<file path="src/hw/rtl/pt_comp_pkg.sv">
// shared types, constants and a helper function for the compensation pipeline
package pt_comp_pkg;

    // configuration register indexes
    typedef enum logic [1:0] {
        REG_TEMP_COEFS = 2'd0,
        REG_PRESS_LOW  = 2'd1,
        REG_PRESS_HIGH = 2'd2,
        REG_PRESS_NINE = 2'd3
    } t_reg_idx;

    localparam int unsigned CFG_W   = 64;
    localparam int unsigned RAW_W   = 20;
    localparam int unsigned TEMP_W  = 18;
    localparam int unsigned PRESS_W = 24;
    localparam int unsigned DIV_W   = 64;

    localparam logic [32:0] FINE_OFS   = 33'd128000;
    localparam logic [20:0] P_BASE     = 21'd1048576;
    localparam logic [63:0] NUM_SCALE  = 64'd3125;
    localparam logic [63:0] V1_BIAS    = 64'h0000_8000_0000_0000;
    // reciprocal of 100 for a 37-bit right shift
    localparam logic [30:0] RECIP_100  = 31'd1374389535;
    localparam int unsigned RECIP_SH   = 37;

    // temperature calibration words
    typedef struct packed {
        logic [15:0] t1;
        logic [15:0] t2;
        logic [15:0] t3;
    } t_temp_coef;

    // pressure calibration words
    typedef struct packed {
        logic [15:0] p1;
        logic [15:0] p2;
        logic [15:0] p3;
        logic [15:0] p4;
        logic [15:0] p5;
        logic [15:0] p6;
        logic [15:0] p7;
        logic [15:0] p8;
        logic [15:0] p9;
    } t_press_coef;

    // word carried alongside the divider
    typedef struct packed {
        logic                temp_valid;
        logic [TEMP_W-1:0]   deg;
        logic                zero;
    } t_div_tag;

    // low 64 bits of a 64-bit word times a signed 16-bit coefficient
    // unsigned 64x16 product, minus x << 16 when the coefficient is negative
    function automatic logic [63:0] mul64x16(input logic [63:0] x, input logic [15:0] c);
        logic [63:0] corr;
        corr = c[15] ? {x[47:0], 16'b0} : 64'b0;
        return x * {48'b0, c} - corr;
    endfunction

endpackage

</file>
<file path="src/hw/rtl/pt_comp_temp.sv">
// fine temperature pipeline, 32-bit wrapping arithmetic over four stages
module pt_comp_temp (
    input  logic                               i_clk,
    input  logic                               i_rst_n,
    input  logic                               i_valid,
    input  logic [pt_comp_pkg::RAW_W-1:0]      i_adc_t,
    input  logic [pt_comp_pkg::RAW_W-1:0]      i_adc_p,
    input  pt_comp_pkg::t_temp_coef            i_coef,
    output logic                               o_valid,
    output logic [31:0]                        o_fine,
    output logic [pt_comp_pkg::RAW_W-1:0]      o_adc_p
);
    logic [3:0]  r_vld;
    logic [pt_comp_pkg::RAW_W-1:0] r_adc_p [0:3];
    logic [31:0] r_d1, r_d2, r_m1, r_m2, r_a1, r_m3, r_fine;
    logic [31:0] n_d1, n_d2, n_m1, n_m2, n_a1, n_m3, n_fine;
    logic [31:0] t1_ext, t2_ext, t3_ext;

    assign t1_ext = {16'b0, i_coef.t1};
    assign t2_ext = {{16{i_coef.t2[15]}}, i_coef.t2};
    assign t3_ext = {{16{i_coef.t3[15]}}, i_coef.t3};

    // stage math
    always_comb begin
        n_d1   = {15'b0, i_adc_t[19:3]} - {t1_ext[30:0], 1'b0};
        n_d2   = {16'b0, i_adc_t[19:4]} - t1_ext;
        n_m1   = r_d1 * t2_ext;
        n_m2   = r_d2 * r_d2;
        n_a1   = 32'($signed(r_m1) >>> 11);
        n_m3   = 32'($signed(r_m2) >>> 12) * t3_ext;
        n_fine = r_a1 + 32'($signed(r_m3) >>> 14);
    end

    // valid bits
    always_ff @(posedge i_clk) begin
        if (!i_rst_n) begin
            r_vld <= '0;
        end else begin
            r_vld <= {r_vld[2:0], i_valid};
        end
    end

    // payload stages
    always_ff @(posedge i_clk) begin
        r_d1       <= n_d1;
        r_d2       <= n_d2;
        r_m1       <= n_m1;
        r_m2       <= n_m2;
        r_a1       <= n_a1;
        r_m3       <= n_m3;
        r_fine     <= n_fine;
        r_adc_p[0] <= i_adc_p;
        r_adc_p[1] <= r_adc_p[0];
        r_adc_p[2] <= r_adc_p[1];
        r_adc_p[3] <= r_adc_p[2];
    end

    assign o_valid = r_vld[3];
    assign o_fine  = r_fine;
    assign o_adc_p = r_adc_p[3];
endmodule

</file>
<file path="config.mk">
export PLATFORM = sky130hd
export DESIGN_NAME = pt_comp_temp
export DESIGN_NICKNAME = d
export VERILOG_FILES = /design/src/hw/rtl/pt_comp_pkg.sv /design/src/hw/rtl/pt_comp_temp.sv
export SDC_FILE = /design/constraint.sdc
export NUM_CORES = 2
export LEC_CHECK = 0
export BUFFER_PORTS_ARGS = -buffer_cell sky130_fd_sc_hd__buf_4
export CAP_MARGIN = 30
export CORE_MARGIN = 2
export CORE_UTILIZATION = 60
export CTS_BUF_LIST = sky130_fd_sc_hd__clkbuf_16
export DETAILED_ROUTE_END_ITERATION = 7
export PLACE_DENSITY = 0.78
export SLEW_MARGIN = 25
export SYNTH_ARGS = -nofsm -noshare
export SYNTH_HDL_FRONTEND = slang
export SYNTH_SLANG_ARGS = --single-unit
</file>
<file path="constraint.sdc">
create_clock -name i_clk -period 11 [get_ports i_clk]
set_input_delay 2.2 -clock i_clk [delete_from_list [all_inputs] [get_ports i_clk]]
set_output_delay 2.2 -clock i_clk [all_outputs]
set_load 0.02 [all_outputs]
</file>
Word level (Yosys, flattened, before mapping) --
Memory sizes are Yosys's and may differ from the RTL's. Index checks and enable logic that the tools add are counted.
Cells by class: $add $sub $neg 3, multipliers 3
Operators by type and width (number):
- multiplier 17 x 17 -> 32 bit | 1
- multiplier 18 x 16 -> 32 bit | 1
- multiplier 20 x 16 -> 32 bit | 1
- adder 21 x 18 -> 22 bit | 1
- subtractor 17 x 17 -> 18 bit | 1
- subtractor 16 x 16 -> 17 bit | 1
Storage, ports and cells: bits in registers 188, bits in writable memories 80, input bits 91, output and inout port bits 53, memories kept 1
Memories:
- r_adc_p | words 4, bits a word 20, rd ports 4, clocked after memory_dff 0, wr ports 4, line pt_comp_temp.sv:14 | logic [pt_comp_pkg::RAW_W-1:0] r_adc_p [0:3];

Longest topological paths before layout --
word-level depth 1, gate-level depth with buffers 25, mapped depth without buffers 24

Least setup slack after synthesis --
No wires, ideal clock.
kind in2reg, from in i_coef[23] in the netlist's numbering, to reg r_m1[31], arrival 7.633 ns, setup slack 3.247 ns, stages 21, path buffers 2, path through clkbuf_1 -> clkbuf_1 -> nand2_1 -> fa_1 -> inv_1 -> fa_1 -> fa_1 -> fa_1 -> fa_1 -> inv_1 -> fa_1 -> inv_1 -> ha_1 -> a21o_1 -> a21o_1 -> a211oi_1 -> o21ai_0 -> a311o_1 -> a31oi_1 -> o21bai_1 -> xnor2_1
Between the ends: longest elaborated chain between the ends 1
RTL lines:
- from (decl) | line pt_comp_temp.sv:8 | input pt_comp_pkg::t_temp_coef i_coef,
- multiplier 18 x 16 -> 32 bit | line pt_comp_temp.sv:27 | n_m1 = r_d1 * t2_ext;
- named net n_m1[31] | line pt_comp_temp.sv:16 | logic [31:0] n_d1, n_d2, n_m1, n_m2, n_a1, n_m3, n_fine;
- to (signal assigned) | line pt_comp_temp.sv:47 | r_m1 <= n_m1;
- to (decl) | line pt_comp_temp.sv:15 | logic [31:0] r_d1, r_d2, r_m1, r_m2, r_a1, r_m3, r_fine;
The timed path passes the listed nets, and every way through them passes these cells. A chain may end at the register's enable or synchronous reset.

Worst setup path after layout --
from in i_coef[4] in the netlist's numbering, to reg r_m3[31]
Between the ends: longest elaborated chain between the ends 1
RTL lines:
- multiplier 20 x 16 -> 32 bit | line pt_comp_temp.sv:30 | n_m3 = 32'($signed(r_m2) >>> 12) * t3_ext;
- named net n_m3[31] | line pt_comp_temp.sv:16
- to (signal assigned) | line pt_comp_temp.sv:50 | r_m3 <= n_m3;
- to (decl) | line pt_comp_temp.sv:15
The timed path passes the listed nets, and every way through them passes these cells.

==> qor.yml <==
clock_tree:
  worstSkewPairLatency_ps: 550
  clockBufferDepth: 3
  clock-root-buffer: "clkbuf_16"
  cts_max_level: 1
  clock_sinks: 204
  cts_tree: "built"
  path_clk_slew_ps: 60
  ctsResizeCount: 0
  numCtsBuffers: 26
  hold_buffers: 0
  cts_setup_buffers: 0
run:
  cap_violations: 0
drt:
  vias: 23775
  dr.pass1.iters: 5
  viasPerCell: 5.25
  drc: 0
  wirelength_mm: 73.1
  ant_nets: 0
  drt-initial-drc-count: 1195
  wl_per_cell_um: 16.1
grt:
  grt_use_met3: 0.0329
  use_met1: 0.337
  grt_antenna_before_repair: 0
  grt_max_degree: 47
  grtUsageTotal: 0.259
  grt_use_met2: 0.445
  top_usage_layer: "met2"
  grt_pass1_vias: 25895
  grt_pass1_wl_mm: 125
  grt_overflow_total: 0
yosys:
  synth-compound-area-share: 0.0347
  synthAdderAreaFrac: 0.562
  syn_inst: 3695
  async_flop_share: 0
  syn_area_sq_mm: 0.0354
  synth-seq-cells: 204
  syn-num-nets: 4884
  yosysWarnings: 0
  synthMuxAreaShare: 0.000318
  yosysSeqAreaShare: 0.115
  avgSynthCellArea_sq_um: 9.57
  synthSimpleGateAreaFrac: 0.131
  synth_xor_area_frac: 0.0344
  synth_edf_count: 0
  synth.distinct_cells: 68
  ys.flop_type: "dfxtp_1"
  synth_top_family_by_area: "adder cells"
sta:
  period_share: 0.715
  fmaxAchievable_mhz: 127
  finalSetupTns_ps: 0
  drv_slew: 0
  finalClockSkew_ps: 14.1
  hold_viol_final: 0
  setup_violations: 0
  slew_headroom: 0.404
  min_period_ps: 7870
  tightestPinTransition_ps: 892
  rsz0062_at_grt: "false"
hold_path:
  min_path_type: "register to register"
worst_setup_path:
  end_kind: "register"
  start_kind: "input pin"
  cp.arrival_ps: 8350
  worstSetupPathType: "input pin to register"
  critPathRequiredTime_ps: 11480
  path_max_fanout: 20
die:
  dieArea_sq_mm: 0.0609
  rows: 88
  core_area_sq_mm: 0.0580
  io_pins: 144
  die_y_um: 247
  die_x_um: 247
  initial_core_util: 0.609
final_layout:
  fillerInstances: 4581
  drive_above_1_share: 0.0592
  final_common_cell: "inv_1"
  nets: 4936
  n_antenna_cell: 0
  area_delta_synth_final_pct: 6.97
  layout_common_cells: "1002 x inv_1, 816 x fa_1, 394 x nand2_1"
place:
  hpwlAfterDp_mm: 57.5
  place.gp.congestion: 0.834
  portBuffers: 140
outcome:
  status: "finished, final reports clean"
## per-layer routing
metal | part of all wire | up-vias
li1 | - | 10746
met1 | 0.40 | 12222
met2 | 0.50 | 661
met3 | 0.058 | 146
met4 | 0.040 | 0
met5 | 0 | -
## final cells by class
cell class	instances	area, sq um	share of cell area
Sequential cell	204	4080	0.108
Timing Repair Buffer	161	1210	0.0320
Tap cell	765	957	0.0253
Clock inverter	20	175	0.00463
Clock buffer	27	676	0.0179
Inverter	1000	3750	0.0992
Multi-Input combinational cell	2354	27000	0.713
## worst max-delay path, cell delays in order
cell       delay, ps
buf_4            190
and2_1           190
fa_1             530
inv_1             50
fa_1             450
fa_1             510
inv_1             50
fa_1             490
fa_1             490
inv_1             50
fa_1             470
inv_1             40
ha_1             290
nand4_1          130
nor2_1            60
a2bb2oi_1        310
a21oi_1          230
o311ai_1         640
a21oi_1          310
o41ai_2          350
o21ba_1          180
xnor2_1          110
## cell families (layout without fill, tap and decap cells)
| kind of cell | count (synthesis) | after routing |
|---|---|---|
| buffers and inverters | 1137 | 1208 |
| adders and majority gates | 1098 | 1098 |
| and+or+nand+nor | 941 | 941 |
| DFF | 204 | 204 |
| AOI/OAI and AO/OA | 175 | 175 |
| xor gates and xnor gates | 139 | 139 |
| muxes | 1 | 1 |
## synthesized netlist by cell type (all sizes together) (3+ instances only)
master	count	share of area
and3	4	0.00071
a31o	3	0.00074
xor2	33	0.0082
a21o	25	0.0053
nand2	394	0.042
o21ai	31	0.0044
and2	335	0.059
o2111ai	6	0.0017
or2	3	0.00053
xnor2	106	0.026
a21oi	51	0.0075
a31oi	3	0.00053
o21bai	4	0.00085
nor2	92	0.0098
ha	282	0.10
a2111oi	4	0.0016
nor3	25	0.0039
nand3	17	0.0024
o21a	7	0.0015
o31ai	4	0.0011
or3	9	0.0017
nand4	9	0.0016
clkbuf	126	0.013
fa	816	0.46
nand2b	17	0.0030
nor2b	28	0.0050
a21boi	3	0.00064
inv	999	0.11
buf	11	0.0022
a211oi	7	0.0015
dfxtp	204	0.12
## worst paths after layout
check | from | to | slack (ps) | cells after the start
max | i_coef[4] | r_m3[31] | 3130 | 22
min | r_m1[29] | r_a1[18] | 320 | 0
max reg2reg | r_m2[21] | r_m3[31] | 4110 | 20
min reg2reg | r_m1[29] | r_a1[18] | 320 | 0
## metrics by stage
| stage | std cells | utilization | hold WS (ps) | worst slack [ps] | cell area [sq um] |
|---|---|---|---|---|---|
| floorplan | 3695 | - | 310 | 3250 | 35400 |
| global placement | 4484 | 0.637 | 310 | 2580 | 37000 |
| detailed placement | 4484 | 0.637 | 312 | 2490 | 37000 |
| CTS | 4531 | 0.652 | 318 | 3050 | 37800 |
| global route | 4531 | 0.652 | 323 | 2780 | 37800 |
| finish | 4531 | 0.652 | 316 | 3130 | 37800 |
## registers in the layout, summed over array words and instances (netlist names)
signal,cells
r_m3,18
r_m1,21
o_fine,22
r_adc_p,80
r_d1,18
r_a1,21
r_m2,20
r_vld,4
Power is not shown: default switching activity piles up to over one toggle a cycle in this logic, so the estimate is an artifact.
